[src/hkl_pkg.sv]
`timescale 1ns / 1ps
// Shared types and codes for the held key ledger.
// Used by hkl_ctrl, hkl_dp and the top level; depends on nothing.
package hkl_pkg;

	localparam int REQ_W      = 3;
	localparam int SRC_W      = 64;
	localparam int CODE_W     = 16;
	localparam int BTN_W      = 8;
	localparam int IN_DATA_W  = 112;
	localparam int OUT_DATA_W = 112;

	localparam logic [REQ_W-1:0] REQ_KEY    = 3'd0;
	localparam logic [REQ_W-1:0] REQ_MOUSE  = 3'd1;
	localparam logic [REQ_W-1:0] REQ_RETIRE = 3'd2;

	localparam logic KIND_KEY   = 1'b0;
	localparam logic KIND_MOUSE = 1'b1;

	typedef struct packed {
		logic [SRC_W-1:0]  source;
		logic [CODE_W-1:0] scan;
		logic [CODE_W-1:0] keycode;
	} entry_t;

	typedef struct packed {
		logic              kind;
		logic [SRC_W-1:0]  source;
		logic              down;
		logic [CODE_W-1:0] scan;
		logic [CODE_W-1:0] keycode;
		logic [BTN_W-1:0]  buttons;
		logic              last;
	} result_t;

	// Commands from the controller to the datapath.
	typedef struct packed {
		logic idle;
		logic load_req;
		logic next_idx;
		logic rm_slot;
		logic append;
		logic emit_req;
		logic push_pend;
		logic take_pend;
		logic flush_pend;
	} cmd_t;

	// Status from the datapath to the controller.
	typedef struct packed {
		logic [REQ_W-1:0] req_type;
		logic             running;
		logic             idx_lt_cnt;
		logic             match_key;
		logic             match_src;
		logic             can_append;
		logic             out_free;
		logic             pend_valid;
	} status_t;

endpackage

[src/hkl_ctrl.sv]
`timescale 1ns / 1ps
// Controller for the held key ledger: sequences lookups, removals, appends
// and result emission. Depends on hkl_pkg.
module hkl_ctrl (
	input  logic             clk,
	input  logic             arst_n,
	input  logic             in_valid,
	input  hkl_pkg::status_t st,
	output hkl_pkg::cmd_t    cmd
);

	typedef enum logic [3:0] {
		S_IDLE,
		S_DISPATCH,
		S_K_RD,
		S_K_CMP,
		S_K_APP,
		S_EMIT,
		S_R_RD,
		S_R_CMP,
		S_R_END
	} state_t;

	state_t state_q, state_d;

	always_comb begin
		state_d = state_q;
		cmd     = '0;
		unique case (state_q)
			S_IDLE: begin
				cmd.idle = 1'b1;
				if (in_valid) begin
					cmd.load_req = 1'b1;
					state_d      = S_DISPATCH;
				end
			end
			S_DISPATCH: begin
				case (st.req_type)
					hkl_pkg::REQ_KEY:    state_d = S_K_RD;
					hkl_pkg::REQ_MOUSE:  state_d = st.running ? S_EMIT : S_IDLE;
					hkl_pkg::REQ_RETIRE: state_d = S_R_RD;
					default:             state_d = S_IDLE;
				endcase
			end
			S_K_RD: begin
				state_d = st.idx_lt_cnt ? S_K_CMP : S_K_APP;
			end
			S_K_CMP: begin
				if (st.match_key) begin
					cmd.rm_slot = 1'b1;
					state_d     = S_K_APP;
				end else begin
					cmd.next_idx = 1'b1;
					state_d      = S_K_RD;
				end
			end
			S_K_APP: begin
				cmd.append = st.can_append;
				state_d    = st.running ? S_EMIT : S_IDLE;
			end
			S_EMIT: begin
				if (st.out_free) begin
					cmd.emit_req = 1'b1;
					state_d      = S_IDLE;
				end
			end
			S_R_RD: begin
				state_d = st.idx_lt_cnt ? S_R_CMP : S_R_END;
			end
			S_R_CMP: begin
				if (!st.match_src) begin
					cmd.next_idx = 1'b1;
					state_d      = S_R_RD;
				end else if (!st.running) begin
					cmd.rm_slot = 1'b1;
					state_d     = S_R_RD;
				end else if (!st.pend_valid || st.out_free) begin
					// The held-back release goes out now that another one follows it.
					cmd.push_pend = st.pend_valid;
					cmd.take_pend = 1'b1;
					cmd.rm_slot   = 1'b1;
					state_d       = S_R_RD;
				end
			end
			S_R_END: begin
				if (!st.pend_valid) begin
					state_d = S_IDLE;
				end else if (st.out_free) begin
					cmd.flush_pend = 1'b1;
					state_d        = S_IDLE;
				end
			end
			default: state_d = S_IDLE;
		endcase
	end

	always_ff @(posedge clk or negedge arst_n) begin
		if (!arst_n) begin
			state_q <= S_IDLE;
		end else begin
			state_q <= state_d;
		end
	end

endmodule

[config.mk]
export PLATFORM = sky130hd
export DESIGN_NAME = hkl_ctrl
export DESIGN_NICKNAME = d
export VERILOG_FILES = /design/src/hkl_pkg.sv /design/src/hkl_ctrl.sv
export SDC_FILE = /design/constraint.sdc
export NUM_CORES = 1
export LEC_CHECK = 0
export ABC_AREA = 1
export BUFFER_PORTS_ARGS = -buffer_cell sky130_fd_sc_hd__buf_4
export CAP_MARGIN = 10
export CORE_AREA = 4 4 41 43
export CTS_CLUSTER_DIAMETER = 120
export DETAILED_ROUTE_END_ITERATION = 6
export DIE_AREA = 0 0 45 47
export GPL_TIMING_DRIVEN = 0
export SETUP_SLACK_MARGIN = 0.2
export SKIP_LAST_GASP = 1
export SYNTH_ARGS = -nofsm -noshare
export SYNTH_HDL_FRONTEND = slang
export SYNTH_SLANG_ARGS = --single-unit
[constraint.sdc]
create_clock -name clk -period 1.3 [get_ports clk]
set_input_delay 0.325 -clock clk [delete_from_list [all_inputs] [get_ports clk]]
set_output_delay 0.325 -clock clk [all_outputs]
set_load 0.005 [all_outputs]
==> key figures, run 1 <==
Clock network
  • CTS Buf Count: 3
  • Clk_lat worst skew: 0.23 ns
  • Reg clk slew, reported paths: about 0.040 ns
  • TritonCTS sink count: 4
  • H-tree depth: 1
  • CTS tree: built
  • Root Driver: clkbuf_4
  • Clk buf depth: 2

Critical path
  • Reg2reg end: state_q[0]$_DFFE_PN0P_
  • Critical Path Source Type: flop
  • CP arrival: between 1 and 1.5 ns
  • R2R Path Start: state_q[3]$_DFFE_PN0P_
  • Worst Path Required: about 0.98 ns
  • Most used cell along the critical path: nor2_4
  • CP Cell Sequence: nor2_4 > nand2_4 > nor2_4 > inv_2 > nor2_1 > buf_4
  • Worst R2R Path Depth: 10
  • Worst-path maximum fanout: 4
  • Critical Path Max Stage Delay: ~0.42 ns
  • CP Class: flop to output pin
  • FF-to-FF setup slack: -0.07 ns
  • Slowest CP cell: dfrtp_1
  • Kind of end point of the critical path: output pin

Timing
  • Fmax: ~0.64 GHz
  • Tcrit/Tclk final: 119.8%
  • Post-layout minimum cycle time: 1.558 ns
  • Min setup slack post-route: -0.2576 ns
  • Worst Clk Skew: 0.002429 ns
  • Worst-margin pin slew: 0.1732 ns
  • Setup violators final: 10
  • RSZ-0062 raised after global routing: true
  • Hold Fails Final Rpt: 0
  • Slew Viols, Final: 0
  • Slew headroom: 88.43%

Worst hold path
  • Hold path depth: 4
  • Worst min path class: input pin to flop
  • Hold endpoint: state_q[1]$_DFFE_PN0P_
  • Min-delay src: st[9]

Detailed routing
  • Vias per cell: between 4 and 5
  • DR WL/cell: about 9.8 microns
  • WL final: roughly 1300 microns
  • DR iter-0 viols: 8
  • Vias: 630
  • Final ANT Viol Nets: 0
  • DRC Markers: 0
  • Detailed Routing Iterations Pass 1: 4

Cells and area
  • Most common cell after layout, fill and taps aside: buf_4
  • Largest regs: state_q x4
  • Max FFs per register: 4
  • Footprint of the multi-input gates: 371.6 sq um
  • Number of fill cells in the layout: 120
  • Final Net Count: between 100 and 150
  • FF/Latch Area: approximately 100 sq um
  • Design area: roughly 870 sq um
  • Most frequent cells in the layout: 28 x buf_4, 20 x nand2_1, 10 x nor2_1
  • Non-filler cells, final: between 100 and 150
  • Syn-to-layout area delta: 85.29%
  • Register name with the most flops: state_q
  • Fin util: 66.63%
  • Ant diodes: 0
  • Share of cells above drive strength 1: ~58%

Synthesis
  • Seq cells post-synth: 4
  • Cell accounting for the most synthesized area: dfrtp_1
  • Ranking of synthesized cells by area: dfrtp_1 21%, nand2_1 19%, nor2_1 11%, inv_1 9.6%, nor2_4 7.2%
  • Netlist cell types: 17
  • Yosys top cell area share: between 20% and 30%
  • YS warnings: 0
  • Seq/Total Area, Yosys: 21.39%
  • Netlist Area Pre-Place: approximately 470 sq um
  • Mapped Nets: 94
  • Mean Syn Cell Area: 5.777 sq um
  • Post-Syn Instances: 81

Floorplanning
  • # rows: 13
  • Top-level port count: 22
  • Core region area: ~1300 sq um
  • Die height: 47 microns
  • Die W: roughly 45 microns
  • Die ar.: 2115 sq um
  • Starting density of the core: 35.96%

Pwr
  • IR drop worst, VDD: roughly 0.0012 V
  • Leakage: about 0.5 nW
  • Design Power: approximately 0.0014 W
  • Pwr dens: 1572 nW/um^2

GRT
  • Initial antenna violation count: 0
  • First-pass GRT wire length: between 2000 and 2500 microns
  • Vias in the first global route: about 600
  • Global Route Usage Sum: between 10% and 20%
  • Largest net degree at the start of global routing: 5
  • Total grt overflow: 0

Place
  • Placed insts: around 120
  • PortBufs: 21
  • RePlAce Congestion: 0.8274
  • DP Area: between 600 and 700 sq um
  • Dpl hpwl: between 1000 and 1500 microns

Outcome
  • Failing checks: setup timing
  • Status: finished with violations

Run
  • Max-cap viol count: 0
==> kinds of logic after synthesis <==
kind of cell           count (synthesis)  share of synthesized area, %
and+or+nand+nor                       60                         64.17
DFF                                    4                         21.39
buffers and inverters                 15                         12.03
AOI/OAI and AO/OA                      2                         2.406
==> critical path: cells and delay by family, from the launching register on <==
kind | cells | cell delay (ns)
buffers and inverters | 2 | 0.15
and+or+nand+nor | 4 | 0.43
DFF | 1 | 0.42
==> stage by stage <==
step | setup TNS [ns] | hold slack (ns) | setup slack, ns
after floorplan | 0 | 0.02941 | 0.1174
after global placement | -0.07596 | 0.1212 | -0.03249
after detailed placement | -0.1019 | 0.1219 | -0.04533
after CTS | -2.013 | 0.3633 | -0.2757
after global routing | -2.866 | 0.3748 | -0.3562
final | -1.965 | 0.3618 | -0.2576
==> what timing repair did <==
action                     CTS  global route
setup endpoints to repair   12            13
buffers inserted             9             4
hold endpoints to repair     4             0
gates resized for setup     10            15
hold buffers                 1             0
pin swaps                    5             7
==> routing by layer <==
layer,wire length [microns],GRT usage [%],up-vias,part of all wire (%)
met2,680,25.42,21,52
met3,101,5.364,2,7.7
li1,-,-,326,-
met1,524,16.51,281,40
met5,0,0,-,0
met4,10,7.018,0,0.76
==> worst max path at each step <==
stage          cells past startpoint  endpoint  slack [ns]                   start
3_3_place_gp                       7    cmd[2]       -0.03  state_q[2]$_DFFE_PN0P_
2_1_floorplan                      6    cmd[1]        0.12  state_q[2]$_DFFE_PN0P_
4_1_cts                            7    cmd[1]       -0.28  state_q[2]$_DFFE_PN0P_
3_5_place_dp                       7    cmd[1]       -0.05  state_q[2]$_DFFE_PN0P_
6_report                           6    cmd[2]       -0.26  state_q[3]$_DFFE_PN0P_
5_1_grt                            6    cmd[2]       -0.36  state_q[3]$_DFFE_PN0P_
==> synthesized netlist by cell type, drive strengths merged <==
cell type and instances:
and2 1, and3 1, dfrtp 4, inv 15
nand2 29, nand3 5, nand4 2, nor2 19
nor3 3, o21ai 1, o22ai 1
==> power breakdown <==
group	total [W]	internal (W)	switching, W
clock	0.000150	0.000103	0.0000472
sequential	0.000219	0.000170	0.0000487
combinational	0.000994	0.000517	0.000477
==> cell type report <==
cell class	count	share of cell area [%]
clock buffer	3	2.597
inverter	15	6.494
multi-input combinational	62	42.86
sequential	4	11.69
tap	15	2.165
timing repair buffer	35	34.20
No activity file was read; power rests on OpenSTA's default activity.
==> run 2, diff against run 1 <==
==> constraint.sdc (replaced) <==
create_clock -name clk -period 1.5 [get_ports clk]
set_input_delay 0.375 -clock clk [delete_from_list [all_inputs] [get_ports clk]]
set_output_delay 0.375 -clock clk [all_outputs]
set_load 0.005 [all_outputs]
==> run 2 against run 1 <==
The flow still finishes with violations (setup timing). Highest routed layer unchanged. Global-route usage is 0.34 points lower. Worst hold slack better by 0.055 ns. Routed wire length is 15% higher. Die area stayed put. Non-clock buffer count stayed put. Clock power is 9% lower. Clock-buffer cell count stayed put.
==> key figures, run 2 (synthesis gave the netlist of run 1 again) <==
Timing
  • Setup violators final: 9 (was 10)
  • Worst Clk Skew: 0.0008513 ns (was 0.002429 ns)
  • Setup TNS: -0.7480 ns (was -1.965 ns)
  • Slew Viols, Final: 0 (unchanged)
  • RSZ-0062 raised after global routing: true (unchanged)
  • Min setup slack post-route: -0.1551 ns (was -0.2576 ns)
  • Worst-margin pin slew: 0.2203 ns (was 0.1732 ns)
  • Hold Fails Final Rpt: 0 (unchanged)
  • Post-layout minimum cycle time: between 1.5 and 2 ns
  • Tcrit/Tclk final: 110.3%
  • Slew headroom: 85.16% (was 88.43%)
  • Fmax: around 0.6 GHz

Detailed routing
  • DR iter-0 viols: 10 (was 8)
  • Vias per cell: 4.821 (was 4.701)
  • Wire length on met3: 104 microns (was 101 microns)
  • Detailed Routing Iterations Pass 1: 4 (unchanged)
  • Final ANT Viol Nets: 0 (unchanged)
  • Top Metal Used: met4 (unchanged)
  • WL met1: 586 microns (was 524 microns)
  • DR WL/cell: 11.29 microns (was 9.828 microns)
  • Metal2 WL: 773 microns (was 680 microns)
  • DRC Markers: 0 (unchanged)
  • Vias: 646 (was 630)
  • WL final: 1513 microns (was 1317 microns)

Floorplanning
  • Die ar.: 2115 sq um (unchanged)
  • Top-level port count: 22 (unchanged)
  • Die W: 45 microns (unchanged)
  • Core region area: 1301 sq um (unchanged)
  • Die height: 47 microns (unchanged)
  • # rows: 13 (unchanged)
  • Starting density of the core: 35.96% (unchanged)

Cells and area
  • Max FFs per register: 4 (unchanged)
  • Register name with the most flops: state_q (unchanged)
  • Syn-to-layout area delta: 75.67% (was 85.29%)
  • Share of cells above drive strength 1: 51.26% (was 57.98%)
  • Ant diodes: 0 (unchanged)
  • Non-filler cells, final: 134 (unchanged)
  • Final Net Count: 134 (unchanged)
  • Most common cell after layout, fill and taps aside: buf_4 (unchanged)
  • Number of fill cells in the layout: 135 (was 120)
  • Most frequent cells in the layout: 31 x buf_4, 22 x nand2_1, 12 x nor2_1 (was 28 x buf_4, 20 x nand2_1, 10 x nor2_1)
  • Largest regs: state_q x4 (unchanged)
  • Design area: 822.0 sq um (was 867.1 sq um)

GRT
  • Total grt overflow: 0 (unchanged)
  • Initial antenna violation count: 0 (unchanged)
  • Largest net degree at the start of global routing: 6 (was 5)
  • First-pass GRT wire length: 2111 microns (was 2256 microns)
  • Vias in the first global route: 553 (was 597)
  • Global Route Usage Sum: 14.56% (was 14.90%)

Critical path
  • Critical Path Max Stage Delay: 0.41 ns (was 0.42 ns)
  • Slowest CP cell: dfrtp_1 (unchanged)
  • Kind of end point of the critical path: output pin (unchanged)
  • CP Class: flop to output pin (unchanged)
  • CP arrival: 1.28 ns (was 1.23 ns)
  • Critical Path Source Type: flop (unchanged)
  • Most used cell along the critical path: buf_4 (was nor2_4)
  • Worst Path Required: 1.12 ns (was 0.98 ns)
  • CP Cell Sequence: nand2_2 > buf_4 > nor2_4 > inv_2 > o22ai_2 > buf_4 (was nor2_4 > nand2_4 > nor2_4 > inv_2 > nor2_1 > buf_4)
  • Worst-path maximum fanout: 4 (unchanged)

Place
  • Placed insts: 117 (unchanged)
  • DP Area: 644.4 sq um (was 660.6 sq um)
  • Dpl ws: 0.09499 ns (was -0.04533 ns)
  • PortBufs: 21 (unchanged)
  • RePlAce Congestion: 0.8285 (was 0.8274)
  • Dpl hpwl: 1007 microns (was 1013 microns)

Clock network
  • CTS Buf Count: 3 (unchanged)
  • Clk buf depth: 2 (unchanged)
  • Clk_lat worst skew: 0.24 ns (was 0.23 ns)
  • Reg clk slew, reported paths: 0.04 ns (about the same)
  • CTS tree: built (unchanged)
  • Root Driver: clkbuf_4 (unchanged)
  • H-tree depth: 1 (unchanged)
  • TritonCTS sink count: 4 (unchanged)

Pwr
  • Leakage: 0.4696 nW (was 0.4862 nW)
  • Pwr dens: 1272 nW/um^2 (was 1572 nW/um^2)
  • IR drop worst, VDD: 0.001106 V (was 0.001216 V)

Run
  • Max-cap viol count: 0 (unchanged)

Outcome
  • Status: finished with violations (unchanged)
  • Failing checks: setup timing (unchanged)

Worst hold path
  • Worst min path class: input pin to flop (unchanged)
==> run 2: metrics by stage <==
stage	utilization [%]	power, W	hold WS [ns]
final	63.17	0.001045	0.4172
after global routing	63.17	0.001135	0.4188
after CTS	58.08	0.0009197	0.4148
after detailed placement	49.52	0.0006789	0.1723
after global placement	49.52	0.0006764	0.1709
after floorplan	-	0.0005188	0.07941
==> run 2: report_power, final <==
part	total, W	leakage, nW	switching, W	internal, W
combinational	0.000722	0.403	0.000368	0.000355
sequential	0.000187	0.0528	0.0000422	0.000145
clock	0.000136	0.0138	0.0000460	0.0000896
==> run 2: area by class of cell <==
| type | instances | area, sq um | area share, % |
|---|---|---|---|
| Multi-Input combinational cell | 62 | 347.8 | 42.31 |
| Timing Repair Buffer | 35 | 276.5 | 33.64 |
| Sequential cell | 4 | 100.1 | 12.18 |
| Inverter | 15 | 56.30 | 6.849 |
| Clock buffer | 3 | 22.52 | 2.740 |
| Tap cell | 15 | 18.77 | 2.283 |
==> run 2: final timing paths <==
path | from | end | slack [ns] | cells after the start
setup / recovery | state_q[0]$_DFFE_PN0P_ | cmd[6] | -0.16 | 6
hold / removal | st[9] | state_q[1]$_DFFE_PN0P_ | 0.42 | 4
setup reg to reg | state_q[3]$_DFFE_PN0P_ | state_q[0]$_DFFE_PN0P_ | 0.20 | 10
hold reg to reg | state_q[3]$_DFFE_PN0P_ | state_q[3]$_DFFE_PN0P_ | 0.72 | 2
max in group asynchronous | arst_n | state_q[0]$_DFFE_PN0P_ | 0.93 | 2
min in group asynchronous | arst_n | state_q[2]$_DFFE_PN0P_ | 0.47 | 2
==> run 2: per-layer routing <==
metal,vias up,track usage [%]
li1,323,-
met1,288,15.75
met2,29,24.58
met3,6,4.981
met4,0,8.772
met5,-,0
==> run 2: worst max-delay path: cells and delay by family, from the launching register on <==
kind / cells / cell delay (ns)
AO/OA/AOI/OAI: 1 / 0.11
flip-flops: 1 / 0.41
buffers and inverters: 3 / 0.34
AND/OR/NAND/NOR: 2 / 0.19
==> run 2: repair_timing <==
item                                   CTS  global route
gates resized for setup                  5            10
pin swaps                                5             5
endpoints found under the hold margin    4             0
hold buffers                             1             0
setup endpoints to repair                9             9
buffers inserted                         8             5
==> run 3, diff against run 2 <==
--- a/config.mk
+++ b/config.mk
@@ -6,7 +6,7 @@
 export NUM_CORES = 1
 export LEC_CHECK = 0
 export ABC_AREA = 1
-export BUFFER_PORTS_ARGS = -buffer_cell sky130_fd_sc_hd__buf_4
+export BUFFER_PORTS_ARGS = -buffer_cell sky130_fd_sc_hd__clkbuf_2
 export CAP_MARGIN = 10
 export CORE_AREA = 4 4 41 43
 export CTS_CLUSTER_DIAMETER = 120
==> run 3 against run 2 <==
The run still ends with setup timing left. Combinational power grew 11%. First-iteration DRC count fell by 10%. Design area decreased by 2.1%. Utilization is 1.3 points lower. Die area is the same. Register-to-register slack worse by 0.07 ns. Sequential share of layout area increased by 0.42 points. Critical path type unchanged.
==> key figures, run 3 (synthesis gave the netlist of run 1 again) <==
Cells and area
  • Most common cell after layout, fill and taps aside: nand2_1 (was buf_4)
  • Register name with the most flops: state_q (unchanged)
  • Max FFs per register: 4 (unchanged)
  • Largest regs: state_q x4 (unchanged)
  • Final Net Count: 137 (was 134)
  • Syn-to-layout area delta: 71.93% (was 75.67%)
  • Ant diodes: 0 (unchanged)
  • Most frequent cells in the layout: 21 x nand2_1, 16 x clkbuf_2, 14 x buf_4 (was 31 x buf_4, 22 x nand2_1, 12 x nor2_1)
  • Non-filler cells, final: 137 (was 134)
  • Share of cells above drive strength 1: 54.10% (was 51.26%)

Place
  • Dpl ws: 0.1110 ns (was 0.09499 ns)
  • Dpl hpwl: 961.8 microns (was 1007 microns)
  • Placed insts: 117 (unchanged)
  • RePlAce Congestion: 0.8209 (was 0.8285)
  • PortBufs: 21 (unchanged)

GRT
  • Total grt overflow: 0 (unchanged)
  • First-pass GRT wire length: 1932 microns (was 2111 microns)
  • Global Route Usage Sum: 13.37% (was 14.56%)
  • Largest net degree at the start of global routing: 6 (unchanged)
  • Vias in the first global route: 507 (was 553)
  • Initial antenna violation count: 0 (unchanged)

Outcome
  • Failing checks: setup timing (unchanged)
  • Status: finished with violations (unchanged)

Floorplanning
  • # rows: 13 (unchanged)
  • Starting density of the core: 35.96% (unchanged)
  • Top-level port count: 22 (unchanged)
  • Die ar.: 2115 sq um (unchanged)
  • Die height: 47 microns (unchanged)
  • Die W: 45 microns (unchanged)
  • Core region area: 1301 sq um (unchanged)

Pwr
  • Pwr dens: 1411 nW/um^2 (was 1272 nW/um^2)
  • Seq pwr share: 17.3% (was 17.9%)
  • Clock power frac: 11.8% (was 13.0%)
  • Logic pwr share: 70.9% (was 69.1%)
  • Cell-internal power: 0.0006364 W (was 0.0005892 W)
  • Sw Ratio: 43.92% (was 43.63%)
  • Leakage: 0.4828 nW (was 0.4696 nW)
  • IR drop worst, VDD: 0.001338 V (was 0.001106 V)
  • NetSw: 0.0004984 W (was 0.0004561 W)

Critical path
  • CP Class: flop to output pin (unchanged)
  • Worst-path maximum fanout: 4 (unchanged)
  • Slowest CP cell: dfrtp_1 (unchanged)
  • Bufs and invs on worst path: 3 (unchanged)
  • CP Cell Sequence: inv_2 > nand2_4 > nor2_4 > inv_2 > o22ai_1 > buf_2 (was nand2_2 > buf_4 > nor2_4 > inv_2 > o22ai_2 > buf_4)
  • Critical Path Max Stage Delay: 0.38 ns (was 0.41 ns)
  • Worst Path Required: 1.12 ns (about the same)
  • Most used cell along the critical path: inv_2 (was buf_4)
  • Delay-heaviest family, CP: flip-flops (unchanged)
  • Kind of end point of the critical path: output pin (unchanged)
  • FF-to-FF setup slack: 0.13 ns (was 0.20 ns)
  • Critical Path Source Type: flop (unchanged)
  • CP arrival: 1.25 ns (was 1.28 ns)

Timing
  • Slew headroom: 85.55% (was 85.16%)
  • Worst-margin pin slew: 0.2159 ns (was 0.2203 ns)
  • Tcrit/Tclk final: 108.4% (was 110.3%)
  • Worst Clk Skew: 0.0002060 ns (was 0.0008513 ns)
  • Min setup slack post-route: -0.1256 ns (was -0.1551 ns)
  • Post-layout minimum cycle time: 1.626 ns (was 1.655 ns)
  • Hold_ws: 0.4172 ns (about the same)
  • Setup TNS: -0.7527 ns (was -0.7480 ns)
  • Slew Viols, Final: 0 (unchanged)
  • Hold Fails Final Rpt: 0 (unchanged)
  • RSZ-0062 raised after global routing: true (unchanged)
  • Setup violators final: 9 (unchanged)
  • Fmax: 0.6151 GHz (was 0.6042 GHz)

Clock network
  • Clk_lat worst skew: 0.24 ns (about the same)
  • Reg clk slew, reported paths: 0.04 ns (about the same)
  • Clk buf depth: 2 (unchanged)
  • CTS tree: built (unchanged)
  • CTS Buf Count: 3 (unchanged)
  • TritonCTS sink count: 4 (unchanged)
  • Root Driver: clkbuf_4 (unchanged)
  • H-tree depth: 1 (unchanged)

Detailed routing
  • Detailed Routing Iterations Pass 1: 6 (was 4)
  • DRC Markers: 0 (unchanged)
  • Vias: 634 (was 646)
  • Final ANT Viol Nets: 0 (unchanged)
  • DR iter-0 viols: 9 (was 10)
  • Vias per cell: 4.628 (was 4.821)
  • WL final: 1447 microns (was 1513 microns)
  • DR WL/cell: 10.56 microns (was 11.29 microns)

Run
  • Max-cap viol count: 0 (unchanged)

Worst hold path
  • Worst min path class: input pin to flop (unchanged)
[run 3: cell type report]
class / instances / area, sq um
fillers: 126 / 496.7
multi-input cells: 62 / 349.1
repair buffers: 38 / 251.5
flip-flops and latches: 4 / 101.3
inverters: 15 / 61.31
clock buffers: 3 / 22.52
well taps: 15 / 18.77
[run 3: per-stage QoR]
step / util, % / area (sq um) / power, W
after floorplan: - / 467.9 / 0.0005188
after global placement: 45.48 / 591.8 / 0.0006430
after detailed placement: 45.48 / 591.8 / 0.0006462
after CTS: 52.02 / 676.9 / 0.0008758
after global routing: 61.83 / 804.5 / 0.001232
final: 61.83 / 804.5 / 0.001135
[run 3: final timing paths]
kind / end / cells past startpoint / startpoint
worst max-delay path: cmd[6] / 6 / state_q[2]$_DFFE_PN0P_
worst min-delay path: state_q[1]$_DFFE_PN0P_ / 4 / st[9]
worst max register to register: state_q[2]$_DFFE_PN0P_ / 8 / state_q[2]$_DFFE_PN0P_
worst min register to register: state_q[3]$_DFFE_PN0P_ / 2 / state_q[3]$_DFFE_PN0P_
max in group asynchronous: state_q[1]$_DFFE_PN0P_ / 2 / arst_n
min in group asynchronous: state_q[0]$_DFFE_PN0P_ / 2 / arst_n
[run 3: per-layer routing]
layer	up-vias	GRT usage [%]	routed length [microns]
li1	331	-	-
met1	279	14.61	617
met2	19	19.77	693
met3	5	7.280	103
met4	0	9.357	32
met5	-	0	0
[run 3: power by group through the flow]
stage	combinational [W]	clock, W	sequential (W)
floorplan	0.000340	0	0.000178
global placement	0.000459	0	0.000184
detailed placement	0.000461	0	0.000185
CTS	0.000548	0.000142	0.000186
global route	0.000872	0.000158	0.000201
finish	0.000804	0.000134	0.000196
[run 3: what timing repair did]
action,in CTS,in global routing
endpoints found under the hold margin,4,0
pin swaps,2,10
setup endpoints to repair,9,10
hold buffers,1,0
setup buffers,5,11
cloned,0,0
gates resized for setup,7,16
[run 3: tightest hold or removal path, delay by kind of cell]
kind | cells | cell delay, ns
buf+inv | 1 | 0.09
simple gates | 3 | 0.14
